[src/hw/rtl/lru_pkg.sv]
package lru_pkg;

	localparam int CAP_W   = 5;
	localparam int TOTAL_W = 16;
	localparam logic [TOTAL_W-1:0] TOTAL_MAX = {TOTAL_W{1'b1}};
	localparam logic [CAP_W-1:0]   CAP_RESET = CAP_W'(16);

	typedef struct packed {
		logic load;
		logic hit;
		logic full;
	} lru_ctrl_t;

endpackage

[src/hw/rtl/lru_replacement_tracker.sv]
// access: done rises in the cycle after start, results valid while done is high
// throughput: one access per cycle, busy never asserts
// the recency stack is compared and shifted in one pass through the cell chain
// reset clears occupancy, totals and strobe; capacity resets to 16
// stack contents are not reset, only occupied cells are ever searched
// done has no back-pressure, the receiver takes each result in its cycle
module lru_replacement_tracker #(
	parameter int STACK_DEPTH = 16,
	parameter int KEY_BITS    = 10
) (
	input  logic                       clk,
	input  logic                       arst_n,
	input  logic                       start,
	output logic                       busy,
	input  logic [KEY_BITS-1:0]        page_key,
	input  logic                       cfg_we,
	input  logic [lru_pkg::CAP_W-1:0]  cfg_wdata,
	output logic                       done,
	output logic                       hit,
	output logic                       evict_valid,
	output logic [KEY_BITS-1:0]        evicted_key,
	output logic [lru_pkg::TOTAL_W-1:0] hit_total,
	output logic [lru_pkg::TOTAL_W-1:0] miss_total
);
	import lru_pkg::*;

	localparam int OCC_W = $clog2(STACK_DEPTH + 1);
	localparam int CMP_W = (OCC_W > CAP_W) ? OCC_W : CAP_W;

	logic [CAP_W-1:0]   capacity_q;
	logic [OCC_W-1:0]   occ_q;
	logic [TOTAL_W-1:0] hits_q;
	logic [TOTAL_W-1:0] misses_q;
	logic               done_q;
	logic               hit_q;
	logic               evict_q;
	logic [KEY_BITS-1:0] evicted_q;

	logic [OCC_W-1:0]   eff_cap;
	logic               accept;
	lru_ctrl_t          ctrl;

	logic [STACK_DEPTH:0]               hit_chain;
	logic [KEY_BITS-1:0]                keys [STACK_DEPTH];
	logic [KEY_BITS-1:0]                tails [STACK_DEPTH];
	logic [KEY_BITS-1:0]                tail_or;

	assign accept = start;
	assign busy   = 1'b0;

	always_comb begin
		priority if (capacity_q == '0) begin
			eff_cap = OCC_W'(1);
		end else if (CMP_W'(capacity_q) > CMP_W'(STACK_DEPTH)) begin
			eff_cap = OCC_W'(STACK_DEPTH);
		end else begin
			eff_cap = OCC_W'(capacity_q);
		end
	end

	assign hit_chain[0] = 1'b0;
	assign ctrl.load = accept;
	assign ctrl.hit  = hit_chain[STACK_DEPTH];
	assign ctrl.full = occ_q >= eff_cap;

	for (genvar g = 0; g < STACK_DEPTH; g++) begin : g_cell
		logic [KEY_BITS-1:0] prev;
		if (g == 0) begin : g_head
			assign prev = page_key;
		end else begin : g_body
			assign prev = keys[g-1];
		end
		lru_cell #(
			.IDX      (g),
			.KEY_BITS (KEY_BITS),
			.OCC_W    (OCC_W)
		) u_cell (
			.clk        (clk),
			.ctrl       (ctrl),
			.occ        (occ_q),
			.search_key (page_key),
			.prev_key   (prev),
			.hit_up     (hit_chain[g]),
			.hit_dn     (hit_chain[g+1]),
			.key_out    (keys[g]),
			.tail_key   (tails[g])
		);
	end

	always_comb begin
		tail_or = '0;
		for (int i = 0; i < STACK_DEPTH; i++) begin
			tail_or = tail_or | tails[i];
		end
	end

	always_ff @(posedge clk or negedge arst_n) begin
		if (!arst_n) begin
			capacity_q <= CAP_RESET;
		end else if (cfg_we) begin
			capacity_q <= cfg_wdata;
		end
	end

	always_ff @(posedge clk or negedge arst_n) begin
		if (!arst_n) begin
			occ_q    <= '0;
			hits_q   <= '0;
			misses_q <= '0;
			done_q   <= 1'b0;
			hit_q    <= 1'b0;
			evict_q  <= 1'b0;
		end else begin
			done_q <= accept;
			if (accept) begin
				hit_q   <= ctrl.hit;
				evict_q <= !ctrl.hit && ctrl.full;
				if (ctrl.hit) begin
					if (hits_q != TOTAL_MAX) begin
						hits_q <= hits_q + TOTAL_W'(1);
					end
				end else begin
					if (misses_q != TOTAL_MAX) begin
						misses_q <= misses_q + TOTAL_W'(1);
					end
					if (!ctrl.full) begin
						occ_q <= occ_q + OCC_W'(1);
					end
				end
			end
		end
	end

	always_ff @(posedge clk) begin
		if (accept) begin
			evicted_q <= (!ctrl.hit && ctrl.full) ? tail_or : '0;
		end
	end

	assign done        = done_q;
	assign hit         = hit_q;
	assign evict_valid = evict_q;
	assign evicted_key = evicted_q;
	assign hit_total   = hits_q;
	assign miss_total  = misses_q;

	a_occ_bound: assert property (@(posedge clk) disable iff (!arst_n)
		occ_q <= OCC_W'(STACK_DEPTH))
		else $error("occupancy above stack depth");

	a_done_follows: assert property (@(posedge clk) disable iff (!arst_n)
		accept |=> done)
		else $error("accepted beat without result");

	a_hit_no_evict: assert property (@(posedge clk) disable iff (!arst_n)
		done && hit |-> !evict_valid)
		else $error("eviction reported on a hit");

	a_totals_step: assert property (@(posedge clk) disable iff (!arst_n)
		done |-> (hit_total != $past(hit_total)) || (miss_total != $past(miss_total))
			|| (hit_total == TOTAL_MAX) || (miss_total == TOTAL_MAX))
		else $error("totals did not advance");

	a_evict_needs_occ: assert property (@(posedge clk) disable iff (!arst_n)
		evict_valid && done |-> occ_q != '0)
		else $error("eviction from empty stack");

endmodule

[src/hw/rtl/lru_cell.sv]
module lru_cell #(
	parameter int IDX      = 0,
	parameter int KEY_BITS = 10,
	parameter int OCC_W    = 5
) (
	input  logic                clk,
	input  lru_pkg::lru_ctrl_t  ctrl,
	input  logic [OCC_W-1:0]    occ,
	input  logic [KEY_BITS-1:0] search_key,
	input  logic [KEY_BITS-1:0] prev_key,
	input  logic                hit_up,
	output logic                hit_dn,
	output logic [KEY_BITS-1:0] key_out,
	output logic [KEY_BITS-1:0] tail_key
);
	import lru_pkg::*;

	logic [KEY_BITS-1:0] key_q;
	logic                in_use;
	logic                at_occ;
	logic                is_tail;
	logic                match;
	logic                shift;

	assign in_use  = OCC_W'(IDX) < occ;
	assign at_occ  = OCC_W'(IDX) == occ;
	assign is_tail = (occ != '0) && (OCC_W'(IDX) == occ - OCC_W'(1));
	assign match   = in_use && (key_q == search_key);
	assign hit_dn  = hit_up | match;
	assign key_out = key_q;
	assign tail_key = is_tail ? key_q : '0;

	// hit: shift up to and including the match; miss: up to tail or first free
	always_comb begin
		if (ctrl.hit) begin
			shift = !hit_up;
		end else if (ctrl.full) begin
			shift = in_use;
		end else begin
			shift = in_use | at_occ;
		end
	end

	always_ff @(posedge clk) begin
		if (ctrl.load && shift) begin
			key_q <= prev_key;
		end
	end

endmodule
[config.mk]
export PLATFORM = sky130hd
export DESIGN_NAME = lru_replacement_tracker
export DESIGN_NICKNAME = d
export VERILOG_FILES = /design/src/hw/rtl/lru_pkg.sv /design/src/hw/rtl/lru_replacement_tracker.sv /design/src/hw/rtl/lru_cell.sv
export SDC_FILE = /design/constraint.sdc
export NUM_CORES = 1
export LEC_CHECK = 0
export BUFFER_PORTS_ARGS = -buffer_cell sky130_fd_sc_hd__buf_2
export CAP_MARGIN = 10
export CORE_UTILIZATION = 59
export CTS_CLUSTER_SIZE = 24
export DETAILED_ROUTE_END_ITERATION = 10
export PLACE_DENSITY = 0.77
export SLEW_MARGIN = 25
export SYNTH_ARGS = -nofsm -noshare
export SYNTH_HDL_FRONTEND = slang
export SYNTH_SLANG_ARGS = --single-unit
[constraint.sdc]
create_clock -name clk -period 5.4 [get_ports clk]
set_clock_uncertainty 0.1 [all_clocks]
set_input_delay 0.81 -clock clk [delete_from_list [all_inputs] [get_ports clk]]
set_output_delay 0.81 -clock clk [all_outputs]
set_load 0.05 [all_outputs]
==> results of run 1 <==
## area by class of cell
class | count | area (um^2)
clock inverter | 12 | 178
multi-input combinational | 677 | 5010
timing repair buffer | 95 | 558
fill | 1514 | 6550
clock buffer | 32 | 631
inverter | 9 | 33.8
sequential | 215 | 6230
tap | 265 | 332
## stage by stage
step,std cells,setup WS (ns),hold slack (ns),power (uW)
global route,1305,1.27,0.236,6610
floorplan,965,1.59,0.371,3920
finish,1305,1.26,0.173,6440
CTS,1305,1.27,0.383,6340
detailed placement,1261,1.07,0.374,4660
global placement,1261,1.08,0.371,4660
## logic make-up after synthesis
kind of cell | share of synthesized area [%]
AOI/OAI and AO/OA | 9.95
xor gates and xnor gates | 14.1
adders and majority gates | 1.38
buffers and inverters | 4.55
DFF | 53.0
muxes | 1.33
other | 0.0319
and+or+nand+nor | 15.6
## cell usage in the layout, fill, tap and decap left out, types with 24 or more instances in the layout
cell type | synthesis | layout
sky130_fd_sc_hd__dfrtp_1 | 44 | 44
sky130_fd_sc_hd__nand3_1 | 62 | 62
sky130_fd_sc_hd__a22o_1 | 38 | 38
sky130_fd_sc_hd__xor2_1 | 115 | 115
sky130_fd_sc_hd__buf_4 | 9 | 33
sky130_fd_sc_hd__buf_2 | 9 | 62
sky130_fd_sc_hd__edfxtp_1 | 170 | 170
sky130_fd_sc_hd__xnor2_1 | 73 | 73
sky130_fd_sc_hd__nand2_1 | 37 | 37
sky130_fd_sc_hd__nor4_1 | 42 | 42
sky130_fd_sc_hd__nand4_1 | 34 | 34
sky130_fd_sc_hd__nor2_1 | 29 | 29
sky130_fd_sc_hd__clkbuf_16 | 0 | 24
## flip-flops by register name, indices dropped and copies added, names as in the netlist
register               count
capacity_q                 5
evict_valid                1
evicted_key               10
hit_total                 16
done                       1
hit                        1
occ_q                      5
miss_total                16
g_cell.u_cell.key_out    160
## path summary, 6_finish.rpt
check / cells past startpoint / slack, ns / end / start
max in group asynchronous: 1 / 4.64 / miss_total[11] / arst_n
setup reg to reg: 7 / 1.26 / g_cell[2].u_cell.key_out[0] / occ_q[4]
hold reg to reg: 1 / 0.38 / hit_total[6] / hit_total[6]
hold / removal: 1 / 0.17 / capacity_q[0] / arst_n
setup / recovery: 7 / 1.26 / g_cell[2].u_cell.key_out[0] / occ_q[4]
min in group clk: 1 / 0.38 / hit_total[6] / hit_total[6]
## cells in the mapped netlist, drive strengths merged, types with 4 or more instances
cell,n
a31oi,18
or2,7
a22o,38
nand4,35
a221oi,20
xor2,116
nand3,62
nand2,37
and2,21
a21oi,17
mux2,13
ha,13
o21ai,14
and3,14
buf,44
nor4b,4
dfrtp,44
a22oi,4
clkbuf,20
a21boi,4
edfxtp,170
and4,5
o2111ai,6
nor2,32
o211ai,6
nor4,45
xnor2,73
inv,9
nor3,35
## where the power goes
| part | switching (uW) | internal [uW] |
|---|---|---|
| sequential | 519 | 2280 |
| clock | 667 | 1020 |
| combinational | 1340 | 616 |
## per-layer routing
layer  GRT usage [%]  vias to the layer above  part of all wire (%)
li1                -                     3771                     -
met2            54.7                      801                    41
met4            16.4                        0                   4.8
met1            54.9                     4404                    38
met3            13.1                      162                    16
met5               0                        -                     0
==> impl_metrics.xml, run 1 <==
<?xml version="1.0" encoding="UTF-8"?>
<metrics>
  <group name="finish">
    <metric name="num-nets-final" unit="">1054</metric>
    <metric name="layout.core_utilization" unit="%">66.4</metric>
    <metric name="num_antenna_cells" unit="">0</metric>
    <metric name="layout-drive-gt1-share" unit="%">17.4</metric>
    <metric name="final_cell_area" unit="mm^2">0.0130</metric>
    <metric name="area_delta_synth_final" unit="%">10.3</metric>
  </group>
  <group name="clock_network">
    <metric name="cts-htree-levels" unit="">1</metric>
    <metric name="cts_tree" unit="">done</metric>
    <metric name="ctsLongestPathBuffers" unit="">3</metric>
    <metric name="postCtsSetupBuffers" unit="">0</metric>
    <metric name="cts_inserted_buffers" unit="">24</metric>
    <metric name="quantity_of_hold_fixing_buffers_added_after_cts" unit="">0</metric>
    <metric name="cts.repair.resized" unit="">0</metric>
    <metric name="worst_skew_pair.late_latency" unit="ns">0.54</metric>
    <metric name="cts_num_sinks" unit="">215</metric>
    <metric name="clk_pin_slew_worst_paths" unit="ns">0.06</metric>
    <metric name="cts-root-buf" unit="">sky130_fd_sc_hd__clkbuf_16</metric>
  </group>
  <group name="timing">
    <metric name="hold_viol_final" unit="">0</metric>
    <metric name="clock.fmax" unit="GHz">0.242</metric>
    <metric name="rsz0062_at_grt" unit="">false</metric>
    <metric name="worst_max_slew_pin_slew" unit="ns">1.04</metric>
    <metric name="fin_setup_tns" unit="ns">0</metric>
    <metric name="fin_crit" unit="ns">4.14</metric>
    <metric name="total_of_endpoints_with_negative_setup_slack_in_the_final_report" unit="">0</metric>
    <metric name="max-slew-margin-rel" unit="%">30.6</metric>
    <metric name="fin_crit_sh" unit="%">76.6</metric>
    <metric name="timing.final.max_slew_violations" unit="">0</metric>
  </group>
  <group name="setup_path">
    <metric name="critical_path_s_slowest_cell" unit="">sky130_fd_sc_hd__dfrtp_1</metric>
    <metric name="crit_arrival" unit="ns">4.18</metric>
    <metric name="worst-endpoint-required" unit="ns">5.44</metric>
    <metric name="critPathMaxStageDelay" unit="ns">0.68</metric>
    <metric name="setup.worst_path.end_class" unit="">register</metric>
    <metric name="timing.critical_path.fanout_max" unit="">18</metric>
    <metric name="crit_path_category" unit="">reg -&gt; reg</metric>
    <metric name="critPathTopFamily" unit="">simple AND/OR/NAND/NOR gates</metric>
    <metric name="crit_path_start_kind" unit="">register</metric>
    <metric name="crit_path_cell_trace" unit="">nor3_4 -&gt; o21ai_0 -&gt; nand4_1 -&gt; and4_1 -&gt; nand4_2 -&gt; nor2_2 -&gt; a31oi_1</metric>
    <metric name="critical_path.n_buffers_inverters" unit="">0</metric>
  </group>
  <group name="yosys">
    <metric name="ys_seq_elements" unit="">215</metric>
    <metric name="synth.yosys.seq_area_share" unit="%">53.0</metric>
    <metric name="synthDistinctLibCells" unit="">78</metric>
    <metric name="synthesized_instance_count" unit="">965</metric>
    <metric name="synth-main-ff-cell" unit="">sky130_fd_sc_hd__edfxtp_1</metric>
    <metric name="netlist_area" unit="mm^2">0.0118</metric>
    <metric name="number_of_nets_produced_by_synthesis" unit="">997</metric>
    <metric name="postSynthAreaPerCell" unit="um^2">12.2</metric>
    <metric name="netlist_top_cells_area" unit="">sky130_fd_sc_hd__edfxtp_1 43%, sky130_fd_sc_hd__dfrtp_1 9.4%, sky130_fd_sc_hd__xor2_1 8.6%</metric>
    <metric name="post_synth_edffs" unit="">170</metric>
    <metric name="async_flop_share" unit="%">20.9</metric>
    <metric name="yosysTopAreaCellShare" unit="%">43.4</metric>
    <metric name="synth_top_cell_by_area" unit="">sky130_fd_sc_hd__edfxtp_1</metric>
    <metric name="yosys_warnings" unit="">0</metric>
  </group>
  <group name="outcome">
    <metric name="run_status" unit="">finished clean</metric>
  </group>
  <group name="route">
    <metric name="detailroute.via_count" unit="">9138</metric>
    <metric name="avgViaCountPerCell" unit="">7.00</metric>
    <metric name="wl_per_cell" unit="um">29.6</metric>
    <metric name="wl" unit="um">38600</metric>
    <metric name="drt.antenna.violating_nets" unit="">0</metric>
    <metric name="detailedRoute.firstIterationViolations" unit="">1420</metric>
    <metric name="detail_route.drc_violations" unit="">0</metric>
    <metric name="drt_pre_antenna_iters" unit="">10</metric>
  </group>
  <group name="power_and_ir_drop">
    <metric name="vdd.ir_drop.worst" unit="uV">280</metric>
    <metric name="leakage_dissipation" unit="uW">0.00492</metric>
    <metric name="power_density" unit="mW/mm^2">496</metric>
  </group>
  <group name="global_routing">
    <metric name="gr-total-overflow" unit="">0</metric>
    <metric name="via_count_of_the_first_global_routing_pass" unit="">8576</metric>
    <metric name="grt_first_pass_wirelength" unit="um">56400</metric>
    <metric name="largest_net_degree_at_the_start_of_global_routing" unit="">46</metric>
    <metric name="antenna_found_initial" unit="">0</metric>
    <metric name="grtUsageTotal" unit="%">39.0</metric>
  </group>
  <group name="floorplanning">
    <metric name="die_area" unit="mm^2">0.0205</metric>
    <metric name="ios" unit="">65</metric>
    <metric name="rows" unit="">51</metric>
    <metric name="core_area" unit="mm^2">0.0195</metric>
    <metric name="fp.dieW" unit="um">143</metric>
    <metric name="initial_core_util" unit="%">60.2</metric>
    <metric name="die_height" unit="um">143</metric>
  </group>
  <group name="job">
    <metric name="maxCapViolations" unit="">0</metric>
  </group>
  <group name="placement">
    <metric name="gp_congestion" unit="">1.14</metric>
    <metric name="placement.cell_area" unit="mm^2">0.0122</metric>
    <metric name="buffer_ports.inserted" unit="">63</metric>
    <metric name="dp.final_hpwl" unit="um">28500</metric>
  </group>
  <group name="hold_path">
    <metric name="min-delay-path-class" unit="">in -&gt; async</metric>
  </group>
</metrics>
(Power assumes the default switching activity.)
==> inputs of run 2 (changes only) <==
==> constraint.sdc (replaced) <==
create_clock -name clk -period 3.86 [get_ports clk]
set_clock_uncertainty 0.1 [all_clocks]
set_input_delay 0.579 -clock clk [delete_from_list [all_inputs] [get_ports clk]]
set_output_delay 0.579 -clock clk [all_outputs]
set_load 0.05 [all_outputs]
==> run 2 against run 1 <==
Effect of this change: the flow now finishes with violations (negative hold slack); clock power grew 34%; die area unchanged; combinational power rose by 52%; final cell count up 2.3%; setup slack got worse by 0.95 ns; worst hold slack worse by 0.21 ns; final area increased by 1.6%; critical path depth up 1; routed wire length grew 1.7%; maximum frequency rose by 17%; global-route usage increased by 0.52 points; highest routed layer unchanged.
==> impl_metrics.xml, run 2 (same netlist as run 1, synthesis figures left out) <==
<?xml version="1.0" encoding="UTF-8"?>
<metrics>
  <group name="floorplanning">
    <metric name="rows" unit="">51</metric>
    <metric name="initial_core_util" unit="%">60.2</metric>
    <metric name="ios" unit="">65</metric>
    <metric name="die_height" unit="um">143</metric>
    <metric name="fp.dieW" unit="um">143</metric>
    <metric name="core_area" unit="mm^2">0.0195</metric>
    <metric name="die_area" unit="mm^2">0.0205</metric>
  </group>
  <group name="timing">
    <metric name="hold_viol_final" unit="">44</metric>
    <metric name="timing.final.max_slew_violations" unit="">0</metric>
    <metric name="fin_setup_tns" unit="ns">0</metric>
    <metric name="max-slew-margin-rel" unit="%">35.9</metric>
    <metric name="worst_max_slew_pin_slew" unit="ns">0.960</metric>
    <metric name="total_of_endpoints_with_negative_setup_slack_in_the_final_report" unit="">0</metric>
    <metric name="fin_crit" unit="ns">3.54</metric>
    <metric name="clock.fmax" unit="GHz">0.282</metric>
    <metric name="rsz0062_at_grt" unit="">false</metric>
    <metric name="hold_slack" unit="ns">-0.0384</metric>
    <metric name="fin_crit_sh" unit="%">91.8</metric>
  </group>
  <group name="setup_path">
    <metric name="worst-r2r-setup-slack" unit="ns">0.32</metric>
    <metric name="timing.critical_path.fanout_max" unit="">11</metric>
    <metric name="crit_path_category" unit="">reg -&gt; reg</metric>
    <metric name="worst-endpoint-required" unit="ns">4.08</metric>
    <metric name="critical_path_s_slowest_cell" unit="">sky130_fd_sc_hd__a21boi_1</metric>
    <metric name="reg2reg_depth" unit="">8</metric>
    <metric name="critical_path.n_buffers_inverters" unit="">1</metric>
    <metric name="r2r-end" unit="">evicted_key[4]</metric>
    <metric name="critPathTopFamily" unit="">compound AO/OA/AOI/OAI gates</metric>
    <metric name="crit_arrival" unit="ns">3.77</metric>
    <metric name="crit_path_cell_trace" unit="">inv_1 -&gt; ha_1 -&gt; nand4bb_1 -&gt; a21boi_1 -&gt; and2_1 -&gt; a22o_1 -&gt; a221oi_1 -&gt; a31oi_1</metric>
    <metric name="crit_path_start_kind" unit="">register</metric>
    <metric name="setup.worst_path.end_class" unit="">register</metric>
    <metric name="worstReg2RegStart" unit="">occ_q[1]</metric>
    <metric name="critPathMaxStageDelay" unit="ns">0.79</metric>
  </group>
  <group name="clock_network">
    <metric name="cts-htree-levels" unit="">1</metric>
    <metric name="cts_num_sinks" unit="">215</metric>
    <metric name="cts_inserted_buffers" unit="">23</metric>
    <metric name="quantity_of_hold_fixing_buffers_added_after_cts" unit="">0</metric>
    <metric name="cts_tree" unit="">done</metric>
    <metric name="postCtsSetupBuffers" unit="">0</metric>
    <metric name="cts.repair.resized" unit="">0</metric>
    <metric name="clk_pin_slew_worst_paths" unit="ns">0.06</metric>
    <metric name="cts-root-buf" unit="">sky130_fd_sc_hd__clkbuf_16</metric>
    <metric name="ctsLongestPathBuffers" unit="">3</metric>
    <metric name="worst_skew_pair.late_latency" unit="ns">0.52</metric>
  </group>
  <group name="route">
    <metric name="detailedRoute.firstIterationViolations" unit="">1316</metric>
    <metric name="detail_route.drc_violations" unit="">0</metric>
    <metric name="drt.antenna.violating_nets" unit="">0</metric>
    <metric name="drt_pre_antenna_iters" unit="">5</metric>
    <metric name="wl_per_cell" unit="um">29.4</metric>
    <metric name="avgViaCountPerCell" unit="">6.69</metric>
    <metric name="wl" unit="um">39300</metric>
    <metric name="detailroute.via_count" unit="">8928</metric>
  </group>
  <group name="hold_path">
    <metric name="min-delay-path-class" unit="">in -&gt; async</metric>
  </group>
  <group name="finish">
    <metric name="mostFrequentLayoutCells" unit="">170 x sky130_fd_sc_hd__edfxtp_1, 115 x sky130_fd_sc_hd__xor2_1, 73 x sky130_fd_sc_hd__xnor2_1</metric>
    <metric name="multi_input_area" unit="mm^2">0.00500</metric>
    <metric name="flip_flop_count_of_the_largest_register_after_layout" unit="">160</metric>
    <metric name="num_antenna_cells" unit="">0</metric>
    <metric name="num-nets-final" unit="">1086</metric>
    <metric name="ff_latch_area" unit="mm^2">0.00623</metric>
    <metric name="n_fill_cell" unit="">1512</metric>
    <metric name="layout-drive-gt1-share" unit="%">20.1</metric>
    <metric name="area_delta_synth_final" unit="%">12.0</metric>
    <metric name="commonest_non_fill_non_tap_cell_in_the_layout" unit="">sky130_fd_sc_hd__edfxtp_1</metric>
    <metric name="final_cell_area" unit="mm^2">0.0132</metric>
  </group>
  <group name="placement">
    <metric name="buffer_ports.inserted" unit="">63</metric>
    <metric name="gp_congestion" unit="">1.05</metric>
    <metric name="placement.cell_area" unit="mm^2">0.0124</metric>
    <metric name="dp.final_hpwl" unit="um">30100</metric>
  </group>
  <group name="power_and_ir_drop">
    <metric name="power_density" unit="mW/mm^2">687</metric>
    <metric name="leakage_dissipation" unit="uW">0.00506</metric>
    <metric name="vdd.ir_drop.worst" unit="uV">501</metric>
  </group>
  <group name="global_routing">
    <metric name="via_count_of_the_first_global_routing_pass" unit="">8234</metric>
    <metric name="grtUsageTotal" unit="%">39.5</metric>
    <metric name="gr-total-overflow" unit="">0</metric>
    <metric name="grt_first_pass_wirelength" unit="um">56600</metric>
    <metric name="largest_net_degree_at_the_start_of_global_routing" unit="">46</metric>
    <metric name="antenna_found_initial" unit="">0</metric>
  </group>
  <group name="outcome">
    <metric name="violations_in_the_final_reports" unit="">negative hold slack</metric>
    <metric name="run_status" unit="">finished with violations</metric>
  </group>
  <group name="job">
    <metric name="maxCapViolations" unit="">0</metric>
  </group>
</metrics>
[run 2: cell count changes in the layout (fill, tap and decap cells not counted), sizes merged]
| cell | delta |
|---|---|
| buf | +33 |
| bufinv | -1 |
| clkbuf | -8 |
| clkinv | +2 |
| clkinvlp | +3 |
| inv | +1 |
[run 2: cell type report]
class / instances / area share [%]
Sequential cell: 215 / 47.3
Multi-Input combinational cell: 677 / 37.9
Tap cell: 265 / 2.52
Timing Repair Buffer: 128 / 6.31
Clock buffer: 24 / 4.40
Inverter: 9 / 0.256
Clock inverter: 17 / 1.28
[run 2: per-layer routing]
layer / share of wire, % / global-route usage, %
met3: 12 / 9.62
met5: 0 / 0
met4: 4.0 / 14.4
met1: 41 / 57.6
met2: 42 / 56.8
[run 2: worst max path at each step]
stage                            from  cells past startpoint                           end  slack, ns
after floorplan              occ_q[0]                      9   g_cell[9].u_cell.key_out[0]       0.05
after global placement    page_key[5]                     10  g_cell[15].u_cell.key_out[7]       0.32
after detailed placement  page_key[5]                     10  g_cell[15].u_cell.key_out[0]       0.29
after CTS                    occ_q[0]                      8                evicted_key[4]       0.52
after global routing         occ_q[0]                      8                evicted_key[4]       0.31
final                        occ_q[1]                      8                evicted_key[4]       0.32
[run 2: through the flow]
step,utilization [%],std cells,power [uW],setup WS [ns]
3_3_place_gp,63.6,1294,6700,0.319
4_1_cts,67.5,1335,8930,0.521
5_1_grt,67.5,1335,9310,0.312
2_1_floorplan,-,965,5480,0.0486
3_5_place_dp,63.6,1294,6710,0.287
6_report,67.5,1335,9040,0.316
[run 2: report_power, final]
| group | switching [uW] | leakage (uW) | internal, uW |
|---|---|---|---|
| Combinational | 1980 | 0.00247 | 989 |
| Sequential | 645 | 0.00223 | 3180 |
| Clock | 953 | 0.000360 | 1290 |
| Total | 3580 | 0.00506 | 5470 |
==> inputs of run 3 (changes only) <==
--- a/config.mk
+++ b/config.mk
@@ -7,7 +7,7 @@
 export LEC_CHECK = 0
 export BUFFER_PORTS_ARGS = -buffer_cell sky130_fd_sc_hd__buf_2
 export CAP_MARGIN = 10
-export CORE_UTILIZATION = 59
+export CORE_UTILIZATION = 56
 export CTS_CLUSTER_SIZE = 24
 export DETAILED_ROUTE_END_ITERATION = 10
 export PLACE_DENSITY = 0.77
==> constraint.sdc (replaced) <==
create_clock -name clk -period 3.1 [get_ports clk]
set_clock_uncertainty 0.1 [all_clocks]
set_input_delay 0.465 -clock clk [delete_from_list [all_inputs] [get_ports clk]]
set_output_delay 0.465 -clock clk [all_outputs]
set_load 0.005 [all_outputs]
==> run 3 against run 2 <==
Effect of this change: the flow now finishes without violations; routed wire length up 6.8%; first-iteration DRC count down 14%; power up 32%; final cell count up 8.8%; sequential share of layout area down 4.6 points; critical path depth up 3; global-route usage down 0.35 points; non-clock buffer count up 110; core utilization up 4.0 points; setup slack worse by 0.26 ns; maximum frequency up 16%; highest routed layer unchanged.
==> impl_metrics.xml, run 3 (same netlist as run 1, synthesis figures left out) <==
<?xml version="1.0" encoding="UTF-8"?>
<metrics>
  <group name="outcome">
    <metric name="run_status" unit="">finished clean</metric>
  </group>
  <group name="power_and_ir_drop">
    <metric name="vdd.ir_drop.worst" unit="uV">452</metric>
    <metric name="power_density" unit="mW/mm^2">818</metric>
    <metric name="leakage_dissipation" unit="uW">0.00580</metric>
  </group>
  <group name="setup_path">
    <metric name="r2r-end" unit="">evicted_key[9]</metric>
    <metric name="worst-r2r-setup-slack" unit="ns">0.05</metric>
    <metric name="worstReg2RegStart" unit="">occ_q[1]</metric>
    <metric name="crit_path_start_kind" unit="">register</metric>
    <metric name="critPathMaxStageDelay" unit="ns">0.44</metric>
    <metric name="crit_path_cell_trace" unit="">buf_6 -&gt; buf_4 -&gt; or2_1 -&gt; a21oi_2 -&gt; nor4b_2 -&gt; a2111oi_2 -&gt; nand4_2 -&gt; or3_1 -&gt; buf_4 -&gt; a31oi_1 -&gt; buf_4</metric>
    <metric name="crit_arrival" unit="ns">3.34</metric>
    <metric name="critical_path_s_slowest_cell" unit="">sky130_fd_sc_hd__dfrtp_2</metric>
    <metric name="worst-endpoint-required" unit="ns">3.39</metric>
    <metric name="path_common_cell" unit="">sky130_fd_sc_hd__buf_4</metric>
    <metric name="crit_path_category" unit="">reg -&gt; reg</metric>
    <metric name="setup.worst_path.end_class" unit="">register</metric>
    <metric name="timing.critical_path.fanout_max" unit="">11</metric>
    <metric name="critical_path.n_buffers_inverters" unit="">4</metric>
    <metric name="reg2reg_depth" unit="">11</metric>
    <metric name="critPathTopFamily" unit="">simple AND/OR/NAND/NOR gates</metric>
  </group>
  <group name="hold_path">
    <metric name="timing.hold.worst_path_depth" unit="">2</metric>
    <metric name="hold_path_end" unit="">capacity_q[3]</metric>
    <metric name="worstHoldStart" unit="">cfg_wdata[3]</metric>
    <metric name="min-delay-path-class" unit="">in -&gt; reg</metric>
  </group>
  <group name="clock_network">
    <metric name="cts-root-buf" unit="">sky130_fd_sc_hd__clkbuf_16</metric>
    <metric name="cts_num_sinks" unit="">215</metric>
    <metric name="cts-htree-levels" unit="">1</metric>
    <metric name="clk_pin_slew_worst_paths" unit="ns">0.06</metric>
    <metric name="cts_tree" unit="">done</metric>
    <metric name="cts_inserted_buffers" unit="">24</metric>
    <metric name="ctsLongestPathBuffers" unit="">3</metric>
    <metric name="worst_skew_pair.late_latency" unit="ns">0.54</metric>
  </group>
  <group name="placement">
    <metric name="gp_congestion" unit="">1.08</metric>
    <metric name="dp.final_hpwl" unit="um">32100</metric>
    <metric name="detailedPlace.worstSlack" unit="ns">-0.189</metric>
    <metric name="placed_cells_incl_taps" unit="">1398</metric>
    <metric name="buffer_ports.inserted" unit="">63</metric>
    <metric name="placement.cell_area" unit="mm^2">0.0135</metric>
  </group>
  <group name="floorplanning">
    <metric name="die_area" unit="mm^2">0.0216</metric>
    <metric name="fp.dieW" unit="um">147</metric>
    <metric name="rows" unit="">52</metric>
    <metric name="ios" unit="">65</metric>
    <metric name="initial_core_util" unit="%">57.6</metric>
    <metric name="die_height" unit="um">147</metric>
    <metric name="core_area" unit="mm^2">0.0204</metric>
  </group>
  <group name="route">
    <metric name="route.layer.met1.wl" unit="um">16000</metric>
    <metric name="detailedRoute.firstIterationViolations" unit="">1136</metric>
    <metric name="routed.top_layer" unit="">met4</metric>
    <metric name="detailroute.via_count" unit="">9588</metric>
    <metric name="drt.antenna.violating_nets" unit="">0</metric>
    <metric name="detail_route.drc_violations" unit="">0</metric>
    <metric name="drt_pre_antenna_iters" unit="">5</metric>
    <metric name="met3_wirelength" unit="um">5100</metric>
    <metric name="wl" unit="um">41900</metric>
    <metric name="avgViaCountPerCell" unit="">6.60</metric>
    <metric name="wl_per_cell" unit="um">28.9</metric>
    <metric name="met2RoutedLength" unit="um">19000</metric>
  </group>
  <group name="timing">
    <metric name="hold_viol_final" unit="">0</metric>
    <metric name="fin_setup_tns" unit="ns">0</metric>
    <metric name="fin_crit" unit="ns">3.05</metric>
    <metric name="fin_crit_sh" unit="%">98.3</metric>
    <metric name="clock.fmax" unit="GHz">0.328</metric>
    <metric name="max-slew-margin-rel" unit="%">61.4</metric>
    <metric name="timing.final.max_slew_violations" unit="">0</metric>
    <metric name="rsz0062_at_grt" unit="">true</metric>
    <metric name="total_of_endpoints_with_negative_setup_slack_in_the_final_report" unit="">0</metric>
    <metric name="final.setup.worst_slack" unit="ns">0.0512</metric>
    <metric name="worst_max_slew_pin_slew" unit="ns">0.579</metric>
  </group>
  <group name="job">
    <metric name="maxCapViolations" unit="">0</metric>
  </group>
  <group name="finish">
    <metric name="num_antenna_cells" unit="">0</metric>
    <metric name="area_delta_synth_final" unit="%">24.2</metric>
    <metric name="mostFrequentLayoutCells" unit="">170 x sky130_fd_sc_hd__edfxtp_1, 148 x sky130_fd_sc_hd__buf_4, 115 x sky130_fd_sc_hd__xor2_1</metric>
    <metric name="flip_flop_count_of_the_largest_register_after_layout" unit="">160</metric>
    <metric name="finish.cell_count_without_fillers" unit="">1452</metric>
    <metric name="commonest_non_fill_non_tap_cell_in_the_layout" unit="">sky130_fd_sc_hd__edfxtp_1</metric>
    <metric name="layout-drive-gt1-share" unit="%">31.0</metric>
    <metric name="final_cell_area" unit="mm^2">0.0146</metric>
    <metric name="num-nets-final" unit="">1197</metric>
  </group>
  <group name="global_routing">
    <metric name="grtUsageTotal" unit="%">39.2</metric>
    <metric name="grt_first_pass_wirelength" unit="um">60800</metric>
    <metric name="antenna_found_initial" unit="">0</metric>
    <metric name="via_count_of_the_first_global_routing_pass" unit="">9158</metric>
    <metric name="largest_net_degree_at_the_start_of_global_routing" unit="">46</metric>
    <metric name="gr-total-overflow" unit="">0</metric>
  </group>
</metrics>
-- run 3: cell types whose count changed in the layout (fill, tap and decap cells not counted), sizes merged --
cell         before  now
clkbuf           24   32
clkinvlp          3    2
inv              10   11
clkinv           10    4
dlygate4sd3       0    1
buf             128  237
-- run 3: worst max path at each step --
stage	start	depth (start not counted)	end	slack (ns)
after floorplan	occ_q[0]	10	g_cell[13].u_cell.key_out[0]	-0.13
after global placement	page_key[5]	11	g_cell[13].u_cell.key_out[9]	-0.25
after detailed placement	page_key[1]	11	g_cell[13].u_cell.key_out[2]	-0.19
after CTS	occ_q[1]	14	evicted_key[2]	0.0007
after global routing	occ_q[1]	11	miss_total[12]	-0.03
final	occ_q[1]	11	evicted_key[9]	0.05
-- run 3: worst reg2reg max path, cell delays in order, from the launching register on --
cell,delay [ns]
sky130_fd_sc_hd__dfrtp_2,0.44
sky130_fd_sc_hd__buf_6,0.15
sky130_fd_sc_hd__buf_4,0.15
sky130_fd_sc_hd__or2_1,0.23
sky130_fd_sc_hd__a21oi_2,0.19
sky130_fd_sc_hd__nor4b_2,0.09
sky130_fd_sc_hd__a2111oi_2,0.37
sky130_fd_sc_hd__nand4_2,0.22
sky130_fd_sc_hd__or3_1,0.37
sky130_fd_sc_hd__buf_4,0.21
sky130_fd_sc_hd__a31oi_1,0.22
sky130_fd_sc_hd__buf_4,0.18
-- run 3: layout make-up --
| class | instances | area [um^2] |
|---|---|---|
| Multi-Input combinational cell | 677 | 5220 |
| Tap cell | 270 | 338 |
| Clock inverter | 11 | 154 |
| Fill cell | 1464 | 5820 |
| Clock buffer | 32 | 679 |
| Sequential cell | 215 | 6230 |
| Inverter | 9 | 33.8 |
| Timing Repair Buffer | 238 | 1950 |
-- run 3: metal layers --
metal | global-route usage [%] | vias to the layer above
met3 | 8.48 | 124
met1 | 54.3 | 4702
met2 | 61.0 | 694
met4 | 14.0 | 0
li1 | - | 4068
met5 | 0 | -
-- run 3: per-stage QoR --
step / hold WS (ns) / power (uW) / util, %
finish: 0.0792 / 11900 / 71.5
global route: 0.0823 / 12300 / 71.5
CTS: 0.0321 / 11600 / 70.3
detailed placement: 0.388 / 8610 / 66.2
global placement: 0.377 / 8590 / 66.2
floorplan: 0.0694 / 6490 / -
-- run 3: repair_timing --
item | 4_1_cts | 5_1_grt
setup buffers | 0 | 9
endpoints found under the setup margin | 10 | 118
pin swaps | 0 | 7
hold endpoints to repair | 0 | 44
hold buffers | 0 | 1
cloned | 0 | 1
resized for setup | 2 | 36
-- run 3: power by group --
part / switching, uW / internal [uW]
Combinational: 2360 / 1820
Clock: 1210 / 1800
Sequential: 798 / 3970
Total: 4360 / 7590
